### config.mk
export PLATFORM = sky130hd
export DESIGN_NAME = msb_first_bit_packer_unit_flat
export DESIGN_NICKNAME = d
export VERILOG_FILES = /design/src/sv/mbp_pkg.sv /design/src/sv/mbp_channels_if.sv /design/src/sv/msb_first_bit_packer_unit.sv /design/src/sv/mbp_front.sv /design/src/sv/mbp_queue.sv /design/src/sv/mbp_back.sv /design/src/flat_wrapper.sv
export VERILOG_INCLUDE_DIRS = /design/src /design/src/sv
export SDC_FILE = /design/constraint.sdc
export NUM_CORES = 1
export LEC_CHECK = 0
export ABC_CLOCK_PERIOD_IN_PS = 19330
export BUFFER_PORTS_ARGS = -buffer_cell sky130_fd_sc_hd__clkbuf_2
export CORE_UTILIZATION = 65
export CTS_BUF_LIST = sky130_fd_sc_hd__clkbuf_16
export CTS_CLUSTER_DIAMETER = 100
export DETAILED_ROUTE_END_ITERATION = 6
export PLACE_DENSITY = 0.84
export SLEW_MARGIN = 0
export SYNTH_ARGS = -nofsm -noshare
export SYNTH_HDL_FRONTEND = slang
export SYNTH_HIERARCHICAL = 1
export SYNTH_SLANG_ARGS = --single-unit
### constraint.sdc
create_clock -name clock -period 19.33 [get_ports clock]
set_clock_uncertainty 0.05 [all_clocks]
set_input_delay 0 -clock clock [delete_from_list [all_inputs] [get_ports clock]]
set_output_delay 0 -clock clock [all_outputs]
set_load 0.02 [all_outputs]
### src/sv/msb_first_bit_packer_unit_defines.svh
// Assertion macros of the bit packer RTL, used by the back end.
// Depends on a clock named clock and an active-high reset named reset in scope.
`ifndef MSB_FIRST_BIT_PACKER_UNIT_DEFINES_SVH
`define MSB_FIRST_BIT_PACKER_UNIT_DEFINES_SVH

// Same-cycle implication, checked outside reset.
`define MBP_ASSERT_NOW(lbl, ante, cons) \
   lbl: assert property (@(posedge clock) disable iff (reset) (ante) |-> (cons)) \
      else $error("mbp same-cycle check failed");

// Next-cycle implication, checked outside reset.
`define MBP_ASSERT_NEXT(lbl, ante, cons) \
   lbl: assert property (@(posedge clock) disable iff (reset) (ante) |=> (cons)) \
      else $error("mbp next-cycle check failed");

`endif

### src/sv/mbp_pkg.sv
// Shared constants, codes and the job record of the MSB-first bit packer.
// No dependencies; the top level, front end, queue and back end import this package.
package mbp_pkg;

   // Stream capacity and derived widths.
   localparam int MAX_OCTETS  = 64;
   localparam int MAX_RESULTS = 64;
   localparam int CAP_BITS    = MAX_OCTETS * 8;
   localparam int POS_W       = $clog2(CAP_BITS + 1);
   localparam int OCT_W       = $clog2(MAX_OCTETS + 1);
   localparam int FILL_W      = $clog2(MAX_RESULTS + 1);
   localparam int CMP_W       = (OCT_W > FILL_W) ? OCT_W : FILL_W;
   localparam int WIN_W       = 40;
   localparam int WIN_CNT_W   = 3;
   localparam int MAX_INSERT  = 32;
   localparam int QUEUE_DEPTH = 2;
   localparam int QPTR_W      = $clog2(QUEUE_DEPTH);
   localparam int QCNT_W      = $clog2(QUEUE_DEPTH + 1);

   localparam logic [7:0] SPARE_RESET = 8'h2b;

   // Operation codes of an input beat.
   typedef enum logic [1:0] {
      OP_INSERT     = 2'd0,
      OP_PAD_OCTET  = 2'd1,
      OP_PAD_LENGTH = 2'd2,
      OP_CLEAR      = 2'd3
   } opcode_type;

   // Status codes of a result beat.
   localparam logic [1:0] STATUS_OK        = 2'd0;
   localparam logic [1:0] STATUS_BAD_COUNT = 2'd1;
   localparam logic [1:0] STATUS_OVERFLOW  = 2'd2;

   // One classified operation handed from the front end to the back end.
   typedef struct packed {
      logic [WIN_W-1:0]     bits;        // new bits, aligned under the partial octet
      logic [WIN_CNT_W-1:0] win_octets;  // octets completed from the window
      logic [FILL_W-1:0]    fill_octets; // whole pattern octets after the window
      logic [7:0]           spare;
      logic [1:0]           status;
      logic [9:0]           bit_count;
      logic                 clear;
   } job_type;

endpackage

### src/sv/mbp_channels_if.sv
// Handshake channel interfaces of the bit packer: request, response and CSR write.
// Depends on no package; widths follow the fixed field widths of the block.
interface mbp_req_if;
   logic        valid;
   logic        ready;
   logic [1:0]  opcode;
   logic [31:0] value;
   logic [5:0]  num_bits;
   logic [6:0]  pad_length;

   modport source (output valid, opcode, value, num_bits, pad_length, input ready);
   modport sink   (input valid, opcode, value, num_bits, pad_length, output ready);
endinterface

interface mbp_rsp_if;
   logic       valid;
   logic       ready;
   logic [7:0] out_byte;
   logic       byte_valid;
   logic       last;
   logic [1:0] status;
   logic [9:0] bit_count;

   modport source (output valid, out_byte, byte_valid, last, status, bit_count, input ready);
   modport sink   (input valid, out_byte, byte_valid, last, status, bit_count, output ready);
endinterface

interface mbp_csr_if;
   logic       valid;
   logic       ready;
   logic [7:0] data;

   modport source (output valid, data, input ready);
   modport sink   (input valid, data, output ready);
endinterface

### src/sv/msb_first_bit_packer_unit.sv
// Top level of the MSB-first bit packer: front end, job queue and back end.
// Depends on mbp_pkg, mbp_channels_if, mbp_front, mbp_queue and mbp_back.
//
//   Channel   Dir   Beat contents
//   req_chan  in    opcode, value, num_bits, pad_length
//   rsp_chan  out   out_byte, byte_valid, last, status, bit_count
//   csr_chan  in    spare pattern octet
//
// The front end takes one request beat per cycle while the two-entry job queue has room.
// The back end loads a job in its idle state, then emits one result beat per free output
// slot; a request that yields no octet still gets a single status-only beat.
// Reset is synchronous: stream empty, partial octet zero, spare pattern 0x2b.
// A stalled response holds the back end; the queue then fills and req_chan.ready drops.
module msb_first_bit_packer_unit (
   input  logic      clock,
   input  logic      reset,
   mbp_req_if.sink   req_chan,
   mbp_rsp_if.source rsp_chan,
   mbp_csr_if.sink   csr_chan
);
   import mbp_pkg::*;

   job_type push_job, head_job;
   logic    push_valid, queue_full, head_valid, pop;

   mbp_front u_front (
      .clock      (clock),
      .reset      (reset),
      .req        (req_chan),
      .csr        (csr_chan),
      .push_job   (push_job),
      .push_valid (push_valid),
      .queue_full (queue_full)
   );

   mbp_queue u_queue (
      .clock      (clock),
      .reset      (reset),
      .push_job   (push_job),
      .push       (push_valid),
      .full       (queue_full),
      .head_job   (head_job),
      .head_valid (head_valid),
      .pop        (pop)
   );

   mbp_back u_back (
      .clock      (clock),
      .reset      (reset),
      .head_job   (head_job),
      .head_valid (head_valid),
      .pop        (pop),
      .rsp        (rsp_chan)
   );

endmodule

### src/sv/mbp_front.sv
// Front end of the bit packer: accepts request beats, tracks stream length and
// classifies each beat into a job. Depends on mbp_pkg and mbp_channels_if.
module mbp_front (
   input  logic             clock,
   input  logic             reset,
   mbp_req_if.sink          req,
   mbp_csr_if.sink          csr,
   output mbp_pkg::job_type push_job,
   output logic             push_valid,
   input  logic             queue_full
);
   import mbp_pkg::*;

   logic [POS_W-1:0]   pos_ff, pos_in;
   logic [7:0]         spare_ff, spare_in;
   logic               accept;
   opcode_type         op;
   logic [2:0]         rem;
   logic               rem_nz;
   logic [POS_W:0]     ins_sum;
   logic               ins_bad, ins_over;
   logic [31:0]        ins_mask;
   logic [5:0]         ins_shamt;
   logic [5:0]         ins_total;
   logic [WIN_W-1:0]   ins_bits;
   logic [OCT_W-1:0]   octs_now, target, fill_raw;
   logic               len_over;
   logic [FILL_W-1:0]  room, fill_used;
   logic [OCT_W-1:0]   end_octs;
   logic [POS_W-1:0]   new_pos;
   job_type            job;

   assign accept    = req.valid && req.ready;
   assign req.ready = !queue_full;
   assign csr.ready = 1'b1;
   assign op        = opcode_type'(req.opcode);
   assign rem       = pos_ff[2:0];
   assign rem_nz    = (rem != 3'd0);

   // Insert: range checks and alignment of the new bits below the partial octet.
   assign ins_sum   = {1'b0, pos_ff} + (POS_W + 1)'(req.num_bits);
   assign ins_bad   = (req.num_bits > 6'(MAX_INSERT));
   assign ins_over  = (ins_sum > (POS_W + 1)'(CAP_BITS));
   assign ins_mask  = ~(32'hffff_ffff << req.num_bits);
   assign ins_total = {3'b000, rem} + req.num_bits;
   assign ins_shamt = 6'(WIN_W) - {3'b000, rem} - req.num_bits;
   assign ins_bits  = {8'h00, req.value & ins_mask} << ins_shamt;

   // Octet boundary and pad-to-length target.
   assign octs_now  = OCT_W'(pos_ff >> 3) + OCT_W'(rem_nz);
   assign len_over  = (32'(req.pad_length) > 32'(MAX_OCTETS));
   assign target    = len_over ? OCT_W'(MAX_OCTETS) : OCT_W'(req.pad_length);
   assign fill_raw  = (target > octs_now) ? (target - octs_now) : '0;
   assign room      = FILL_W'(MAX_RESULTS) - FILL_W'(rem_nz);
   assign fill_used = (CMP_W'(fill_raw) > CMP_W'(room)) ? room : FILL_W'(fill_raw);
   assign end_octs  = octs_now + OCT_W'(fill_used);

   // Classify the beat into a job and the stream length after it.
   // At an octet boundary there are no spare bits to merge.
   always_comb begin
      job        = '0;
      job.spare  = spare_ff;
      job.status = STATUS_OK;
      new_pos    = pos_ff;
      unique case (op)
         OP_INSERT: begin
            if (ins_bad) begin
               job.status = STATUS_BAD_COUNT;
            end else if (ins_over) begin
               job.status = STATUS_OVERFLOW;
            end else begin
               job.bits       = ins_bits;
               job.win_octets = ins_total[5:3];
               new_pos        = ins_sum[POS_W-1:0];
            end
         end
         OP_PAD_OCTET: begin
            job.bits       = rem_nz ? {(8'hff >> rem) & spare_ff, 32'h0000_0000} : '0;
            job.win_octets = WIN_CNT_W'(rem_nz);
            new_pos        = {(POS_W - 3)'(octs_now), 3'b000};
         end
         OP_PAD_LENGTH: begin
            job.bits        = rem_nz ? {(8'hff >> rem) & spare_ff, 32'h0000_0000} : '0;
            job.win_octets  = WIN_CNT_W'(rem_nz);
            job.fill_octets = fill_used;
            job.status      = len_over ? STATUS_OVERFLOW : STATUS_OK;
            new_pos         = {(POS_W - 3)'(end_octs), 3'b000};
         end
         OP_CLEAR: begin
            job.clear = 1'b1;
            new_pos   = '0;
         end
         default: begin
            new_pos = pos_ff;
         end
      endcase
      job.bit_count = 10'(new_pos);
   end

   assign push_job   = job;
   assign push_valid = accept;

   // Stream length and pattern register.
   always_comb begin
      pos_in   = accept ? new_pos : pos_ff;
      spare_in = (csr.valid && csr.ready) ? csr.data : spare_ff;
   end

   always_ff @(posedge clock) begin
      if (reset) begin
         pos_ff   <= '0;
         spare_ff <= SPARE_RESET;
      end else begin
         pos_ff   <= pos_in;
         spare_ff <= spare_in;
      end
   end

endmodule

### src/sv/mbp_queue.sv
// Short job queue between the front and back ends of the bit packer.
// Depends on mbp_pkg for the job record and the queue depth.
module mbp_queue (
   input  logic             clock,
   input  logic             reset,
   input  mbp_pkg::job_type push_job,
   input  logic             push,
   output logic             full,
   output mbp_pkg::job_type head_job,
   output logic             head_valid,
   input  logic             pop
);
   import mbp_pkg::*;

   job_type           entry_ff [QUEUE_DEPTH];
   logic [QPTR_W-1:0] wr_ptr_ff, wr_ptr_in;
   logic [QPTR_W-1:0] rd_ptr_ff, rd_ptr_in;
   logic [QCNT_W-1:0] count_ff, count_in;
   logic              do_push, do_pop;

   assign full       = (count_ff == QCNT_W'(QUEUE_DEPTH));
   assign head_valid = (count_ff != '0);
   assign head_job   = entry_ff[rd_ptr_ff];
   assign do_push    = push && !full;
   assign do_pop     = pop && head_valid;

   // Pointer and occupancy update.
   always_comb begin
      wr_ptr_in = wr_ptr_ff;
      rd_ptr_in = rd_ptr_ff;
      if (do_push) begin
         wr_ptr_in = (32'(wr_ptr_ff) == QUEUE_DEPTH - 1) ? '0 : wr_ptr_ff + 1'b1;
      end
      if (do_pop) begin
         rd_ptr_in = (32'(rd_ptr_ff) == QUEUE_DEPTH - 1) ? '0 : rd_ptr_ff + 1'b1;
      end
      count_in = count_ff + QCNT_W'(do_push) - QCNT_W'(do_pop);
   end

   always_ff @(posedge clock) begin
      if (reset) begin
         wr_ptr_ff <= '0;
         rd_ptr_ff <= '0;
         count_ff  <= '0;
      end else begin
         wr_ptr_ff <= wr_ptr_in;
         rd_ptr_ff <= rd_ptr_in;
         count_ff  <= count_in;
      end
   end

   // Entry storage; payload needs no reset.
   always_ff @(posedge clock) begin
      if (do_push) begin
         entry_ff[wr_ptr_ff] <= push_job;
      end
   end

endmodule

### src/sv/mbp_back.sv
// Back end of the bit packer: merges each job with the partial octet and drives
// result beats one per free output slot. Depends on mbp_pkg, mbp_channels_if, defines.
`include "msb_first_bit_packer_unit_defines.svh"

module mbp_back (
   input  logic             clock,
   input  logic             reset,
   input  mbp_pkg::job_type head_job,
   input  logic             head_valid,
   output logic             pop,
   mbp_rsp_if.source        rsp
);
   import mbp_pkg::*;

   typedef enum logic [1:0] {
      BK_IDLE = 2'b01,
      BK_EMIT = 2'b10
   } back_state_type;

   back_state_type       state_ff, state_in;
   job_type              job_ff, job_in;
   logic [WIN_W-1:0]     window_ff, window_in;
   logic [WIN_CNT_W-1:0] win_left_ff, win_left_in;
   logic [FILL_W-1:0]    fill_left_ff, fill_left_in;
   logic [7:0]           partial_ff, partial_in;
   logic                 rsp_valid_ff, rsp_valid_in;
   logic [7:0]           rsp_byte_ff, rsp_byte_in;
   logic                 rsp_byte_valid_ff, rsp_byte_valid_in;
   logic                 rsp_last_ff, rsp_last_in;
   logic [1:0]           rsp_status_ff, rsp_status_in;
   logic [9:0]           rsp_count_ff, rsp_count_in;
   logic                 slot_free, load, emit;
   logic                 has_win, has_fill, is_last;

   assign slot_free = !rsp_valid_ff || rsp.ready;
   assign load      = (state_ff == BK_IDLE) && head_valid;
   assign emit      = (state_ff == BK_EMIT) && slot_free;
   assign pop       = load;
   assign has_win   = (win_left_ff != '0);
   assign has_fill  = (fill_left_ff != '0);
   assign is_last   = has_win ? (!has_fill && win_left_ff == WIN_CNT_W'(1))
                              : (fill_left_ff <= FILL_W'(1));

   // Job sequencing: load a job, then one result beat per free output slot.
   always_comb begin
      state_in          = state_ff;
      job_in            = job_ff;
      window_in         = window_ff;
      win_left_in       = win_left_ff;
      fill_left_in      = fill_left_ff;
      partial_in        = partial_ff;
      rsp_valid_in      = rsp_valid_ff && !rsp.ready;
      rsp_byte_in       = rsp_byte_ff;
      rsp_byte_valid_in = rsp_byte_valid_ff;
      rsp_last_in       = rsp_last_ff;
      rsp_status_in     = rsp_status_ff;
      rsp_count_in      = rsp_count_ff;
      unique case (state_ff)
         BK_IDLE: begin
            if (load) begin
               job_in       = head_job;
               window_in    = {partial_ff, 32'h0000_0000} | head_job.bits;
               win_left_in  = head_job.win_octets;
               fill_left_in = head_job.fill_octets;
               state_in     = BK_EMIT;
            end
         end
         BK_EMIT: begin
            if (emit) begin
               rsp_valid_in  = 1'b1;
               rsp_last_in   = is_last;
               rsp_status_in = job_ff.status;
               rsp_count_in  = job_ff.bit_count;
               priority if (has_win) begin
                  rsp_byte_in       = window_ff[WIN_W-1 -: 8];
                  rsp_byte_valid_in = 1'b1;
                  window_in         = window_ff << 8;
                  win_left_in       = win_left_ff - 1'b1;
               end else if (has_fill) begin
                  rsp_byte_in       = job_ff.spare;
                  rsp_byte_valid_in = 1'b1;
                  fill_left_in      = fill_left_ff - 1'b1;
               end else begin
                  rsp_byte_in       = 8'h00;
                  rsp_byte_valid_in = 1'b0;
               end
               // Unfinished top-of-window bits become the partial octet; a clear zeroes it.
               if (is_last) begin
                  state_in = BK_IDLE;
                  if (job_ff.clear) begin
                     partial_in = 8'h00;
                  end else if (has_win) begin
                     partial_in = window_ff[WIN_W-9 -: 8];
                  end else begin
                     partial_in = window_ff[WIN_W-1 -: 8];
                  end
               end
            end
         end
         default: begin
            state_in = BK_IDLE;
         end
      endcase
   end

   always_ff @(posedge clock) begin
      if (reset) begin
         state_ff     <= BK_IDLE;
         partial_ff   <= 8'h00;
         rsp_valid_ff <= 1'b0;
      end else begin
         state_ff     <= state_in;
         partial_ff   <= partial_in;
         rsp_valid_ff <= rsp_valid_in;
      end
   end

   // Job and output payload registers.
   always_ff @(posedge clock) begin
      job_ff            <= job_in;
      window_ff         <= window_in;
      win_left_ff       <= win_left_in;
      fill_left_ff      <= fill_left_in;
      rsp_byte_ff       <= rsp_byte_in;
      rsp_byte_valid_ff <= rsp_byte_valid_in;
      rsp_last_ff       <= rsp_last_in;
      rsp_status_ff     <= rsp_status_in;
      rsp_count_ff      <= rsp_count_in;
   end

   assign rsp.valid      = rsp_valid_ff;
   assign rsp.out_byte   = rsp_byte_ff;
   assign rsp.byte_valid = rsp_byte_valid_ff;
   assign rsp.last       = rsp_last_ff;
   assign rsp.status     = rsp_status_ff;
   assign rsp.bit_count  = rsp_count_ff;

   // A job never completes more than four octets from its window.
   `MBP_ASSERT_NOW(a_win_bound, state_ff == BK_EMIT, win_left_ff <= WIN_CNT_W'(4))
   // After the final beat of a job the sequencer is free for the next one.
   `MBP_ASSERT_NEXT(a_last_idle, emit && is_last, state_ff == BK_IDLE)
   // A beat without an octet only occurs as the single beat of its job.
   `MBP_ASSERT_NOW(a_status_last, rsp_valid_ff && !rsp_byte_valid_ff, rsp_last_ff)

endmodule
### src/flat_wrapper.sv
// flat-port wrapper written by rule: the top's interface ports become plain ports
module msb_first_bit_packer_unit_flat import mbp_pkg::*;
  (clock, reset, req_chan_valid, req_chan_opcode, req_chan_value, req_chan_num_bits, req_chan_pad_length, req_chan_ready, rsp_chan_valid, rsp_chan_out_byte, rsp_chan_byte_valid, rsp_chan_last, rsp_chan_status, rsp_chan_bit_count, rsp_chan_ready, csr_chan_valid, csr_chan_data, csr_chan_ready);
  mbp_req_if req_chan_i ();
  mbp_rsp_if rsp_chan_i ();
  mbp_csr_if csr_chan_i ();
  input  logic clock;
  input  logic reset;
  input wire logic [$bits(req_chan_i.valid)-1:0] req_chan_valid;
  input wire logic [$bits(req_chan_i.opcode)-1:0] req_chan_opcode;
  input wire logic [$bits(req_chan_i.value)-1:0] req_chan_value;
  input wire logic [$bits(req_chan_i.num_bits)-1:0] req_chan_num_bits;
  input wire logic [$bits(req_chan_i.pad_length)-1:0] req_chan_pad_length;
  output wire logic [$bits(req_chan_i.ready)-1:0] req_chan_ready;
  output wire logic [$bits(rsp_chan_i.valid)-1:0] rsp_chan_valid;
  output wire logic [$bits(rsp_chan_i.out_byte)-1:0] rsp_chan_out_byte;
  output wire logic [$bits(rsp_chan_i.byte_valid)-1:0] rsp_chan_byte_valid;
  output wire logic [$bits(rsp_chan_i.last)-1:0] rsp_chan_last;
  output wire logic [$bits(rsp_chan_i.status)-1:0] rsp_chan_status;
  output wire logic [$bits(rsp_chan_i.bit_count)-1:0] rsp_chan_bit_count;
  input wire logic [$bits(rsp_chan_i.ready)-1:0] rsp_chan_ready;
  input wire logic [$bits(csr_chan_i.valid)-1:0] csr_chan_valid;
  input wire logic [$bits(csr_chan_i.data)-1:0] csr_chan_data;
  output wire logic [$bits(csr_chan_i.ready)-1:0] csr_chan_ready;
  assign req_chan_i.valid = req_chan_valid;
  assign req_chan_i.opcode = req_chan_opcode;
  assign req_chan_i.value = req_chan_value;
  assign req_chan_i.num_bits = req_chan_num_bits;
  assign req_chan_i.pad_length = req_chan_pad_length;
  assign req_chan_ready = req_chan_i.ready;
  assign rsp_chan_valid = rsp_chan_i.valid;
  assign rsp_chan_out_byte = rsp_chan_i.out_byte;
  assign rsp_chan_byte_valid = rsp_chan_i.byte_valid;
  assign rsp_chan_last = rsp_chan_i.last;
  assign rsp_chan_status = rsp_chan_i.status;
  assign rsp_chan_bit_count = rsp_chan_i.bit_count;
  assign rsp_chan_i.ready = rsp_chan_ready;
  assign csr_chan_i.valid = csr_chan_valid;
  assign csr_chan_i.data = csr_chan_data;
  assign csr_chan_ready = csr_chan_i.ready;
  msb_first_bit_packer_unit u_core (.clock(clock), .reset(reset), .req_chan(req_chan_i), .rsp_chan(rsp_chan_i), .csr_chan(csr_chan_i));
endmodule
==> impl_metrics.env <==
export IMPL_outcome="finished clean"
export IMPL_place_congestion=0.921
export IMPL_post_cts_setup_buffer_count=0
export IMPL_grt_pass1_vias=11309
export IMPL_layout_cells_most_common="edfxtp_1"
export IMPL_synth_seq_area_share_pct=50.2
export IMPL_relSlewSlack_pct=28.3
export IMPL_synthTopCellsByArea="edfxtp_1, mux2_2, nand2_1"
export IMPL_fin_tns_setup_ns=0
export IMPL_cts_resized=0
export IMPL_synthCells=1451
export IMPL_max_freq_mhz=135
export IMPL_critPathMaxFanout=8
export IMPL_gr_total_overflow=0
export IMPL_avgViaCountPerCell=6.53
export IMPL_grt_total_usage_pct=33.3
export IMPL_cts_made_buffers=26
export IMPL_hpwl_mm=25.7
export IMPL_power_per_cell_area_nw_per_um2=125
export IMPL_combPwrFrac_pct=33.0
export IMPL_cts_htree_levels=1
export IMPL_synthArstFlopShare_pct=0
export IMPL_core_sq_um=22900
export IMPL_setup_ws_ns=11.93
export IMPL_clkPwrFrac_pct=23.4
export IMPL_synthToLayoutAreaGrowth_pct=10.4
export IMPL_drtAntennaViolNets=0
export IMPL_fin_crit_ns=7.40
export IMPL_die_height_um=156
export IMPL_wl_mm=40.1
export IMPL_hold_viol=0
export IMPL_path_clk_slew_ns=0.06
export IMPL_fillers=1472
export IMPL_yosys_warnings=6
export IMPL_swShare_pct=34.5
export IMPL_critical_path_class="flip-flop to flip-flop"
export IMPL_grt_max_degree=72
export IMPL_cts_tree="built"
export IMPL_wire_per_inst_um=21.8
export IMPL_rsz0062_at_grt="no"
export IMPL_hold_class="primary input to flip-flop"
export IMPL_start_util_pct=67.2
export IMPL_critPathMaxStageDelay_ns=0.53
export IMPL_min_period_over_period_pct=38.3
export IMPL_detail_route_drc_violations=0
export IMPL_root_buffer="clkbuf_16"
export IMPL_cap_violations=0
export IMPL_critPathArrivalTime_ns=7.82
export IMPL_cts_path_max_buffers=3
export IMPL_drtPass1Iterations=6
export IMPL_drive_gt1_share_pct=17.7
export IMPL_synth_distinct_cells=90
export IMPL_synthesis_area_sq_um=15400
export IMPL_setup_viol=0
export IMPL_worst_pin_slew_ns=1.08
export IMPL_synth_top_cell_area_share_pct=45.8
export IMPL_yosys_area_top_type="edfxtp_1"
export IMPL_mostFrequentLayoutCells="edfxtp_1, nand2_1, nor2_1"
export IMPL_cp_slowest_cell="or3b_2"
export IMPL_p_int_mw=1.39
export IMPL_p_seq_share_pct=43.6
export IMPL_switchingPower_mw=0.734
export IMPL_die_area_sq_um=24300
export IMPL_synth_flop_cell="edfxtp_1"
export IMPL_synth_fp_nets=1564
export IMPL_start_kind="flip-flop"
export IMPL_die_width_um=156
export IMPL_synth_enable_flop_cells=235
export IMPL_grt_pass1_wl_mm=62.0
export IMPL_ys_ff_latch=269
export IMPL_cts_sinks=269
export IMPL_place_ws_ns=12.21
export IMPL_leakagePower_nw=6.41
export IMPL_row_count=55
export IMPL_num_io_pins=85
export IMPL_synth_avg_cell_area_sq_um=10.6
export IMPL_port_buffers=83
export IMPL_cp_required_ns=19.75
export IMPL_num_antenna_cells=0
export IMPL_layout_nets=1622
export IMPL_antenna_found_initial=0
export IMPL_drv_slew=0
export IMPL_vias=12020
export IMPL_cts_hold_buffers=19
export IMPL_crit_path_end_kind="flip-flop"
export IMPL_vdd_drop_max_uv=118
export IMPL_drt_initial_drc_count=1620
export IMPL_clock_latency_ns=0.53
critical path: cells and delay by family (launching register included):
kind	cells	cell delay [ns]
buffers and inverters	3	0.25
adder cells (fa/ha/maj)	6	1.51
XOR/XNOR	1	0.29
AO/OA/AOI/OAI	13	2.72
AND/OR/NAND/NOR	11	2.08
flip-flops	1	0.48
final timing paths:
check / from / endpoint / slack (ns) / cells after the start
min reg2reg: u_core/u_back/job_ff[9] / u_core/u_back/rsp.bit_count[8] / 0.38 / 0
max reg2reg: u_core/u_front/pos_ff[1] / u_core/u_front/pos_ff[9] / 11.93 / 34
max: u_core/u_front/pos_ff[1] / u_core/u_front/pos_ff[9] / 11.93 / 34
min: req_chan_pad_length[5] / u_core/u_queue/entry_ff[0][12] / 0.05 / 3
per-layer routing:
metal | routed length, um | share of wire [%] | track usage (%)
met1 | 16400 | 41 | 45.6
met2 | 19200 | 48 | 55.4
met3 | 3390 | 8.5 | 3.86
met5 | 0 | 0 | 0
met4 | 1140 | 2.8 | 11.2
Yosys cell counts (all sizes together), types with 25 or more instances:
| library cell | number |
|---|---|
| edfxtp | 235 |
| nand2 | 207 |
| nor2 | 106 |
| mux2 | 96 |
| o21ai | 90 |
| clkbuf | 65 |
| a21oi | 60 |
| inv | 56 |
| ha | 48 |
| mux2i | 41 |
| nor3 | 36 |
| dfxtp | 34 |
| nor2b | 28 |
| xnor2 | 25 |
registers in the layout, indices dropped and copies added (netlist names), named ones only:
signal	cells
u_core/u_back/rsp.last	1
u_core/u_back/rsp.bit_count	10
u_core/u_back/partial_ff	8
u_core/u_back/rsp.status	2
u_core/u_back/fill_left_ff	7
u_core/u_back/state_ff	2
u_core/u_queue/rd_ptr_ff	1
u_core/u_back/rsp.out_byte	8
u_core/u_queue/wr_ptr_ff	1
u_core/u_front/spare_ff	8
u_core/u_front/pos_ff	10
u_core/u_queue/count_ff	2
u_core/u_back/win_left_ff	3
u_core/u_queue/entry_ff	142
u_core/u_back/rsp.valid	1
u_core/u_back/rsp.byte_valid	1
u_core/u_back/window_ff	40
u_core/u_back/job_ff	21
layout make-up:
type | count | area [sq um] | share of cell area, %
Clock buffer | 27 | 676 | 3.97
Clock inverter | 21 | 158 | 0.927
Inverter | 58 | 218 | 1.28
Multi-Input combinational cell | 1038 | 7110 | 41.8
Sequential cell | 269 | 7740 | 45.5
Tap cell | 313 | 392 | 2.30
Timing Repair Buffer | 116 | 711 | 4.18
power by group through the flow:
stage                     Clock, mW  Sequential (mW)  Combinational [mW]
after global placement            0            0.919               0.650
after CTS                     0.496            0.921               0.681
after floorplan                   0            0.911               0.502
after global routing          0.519            0.937               0.757
after detailed placement          0            0.929               0.664
final                         0.498            0.927               0.700
cell families after synthesis:
group | Yosys count | share of synthesized area [%]
other | 1 | 0.0243
buffers and inverters | 144 | 3.87
DFF | 269 | 50.2
and+or+nand+nor | 492 | 14.9
AOI/OAI and AO/OA | 313 | 13.8
muxes | 144 | 10.7
xor gates and xnor gates | 35 | 1.99
adders and majority gates | 53 | 4.55
per-stage QoR:
stage	cells	hold WS, ns	total power [mW]	cell area [sq um]	util (%)
final	1842	0.0504	2.13	17000	74.2
after global routing	1842	0.0773	2.21	17000	74.2
after CTS	1842	0.0572	2.10	17000	74.2
after detailed placement	1775	0.168	1.59	16000	69.7
after global placement	1775	0.162	1.57	16000	69.7
after floorplan	1451	0.0191	1.41	15400	-
No activity file was read; power rests on OpenSTA's default activity.
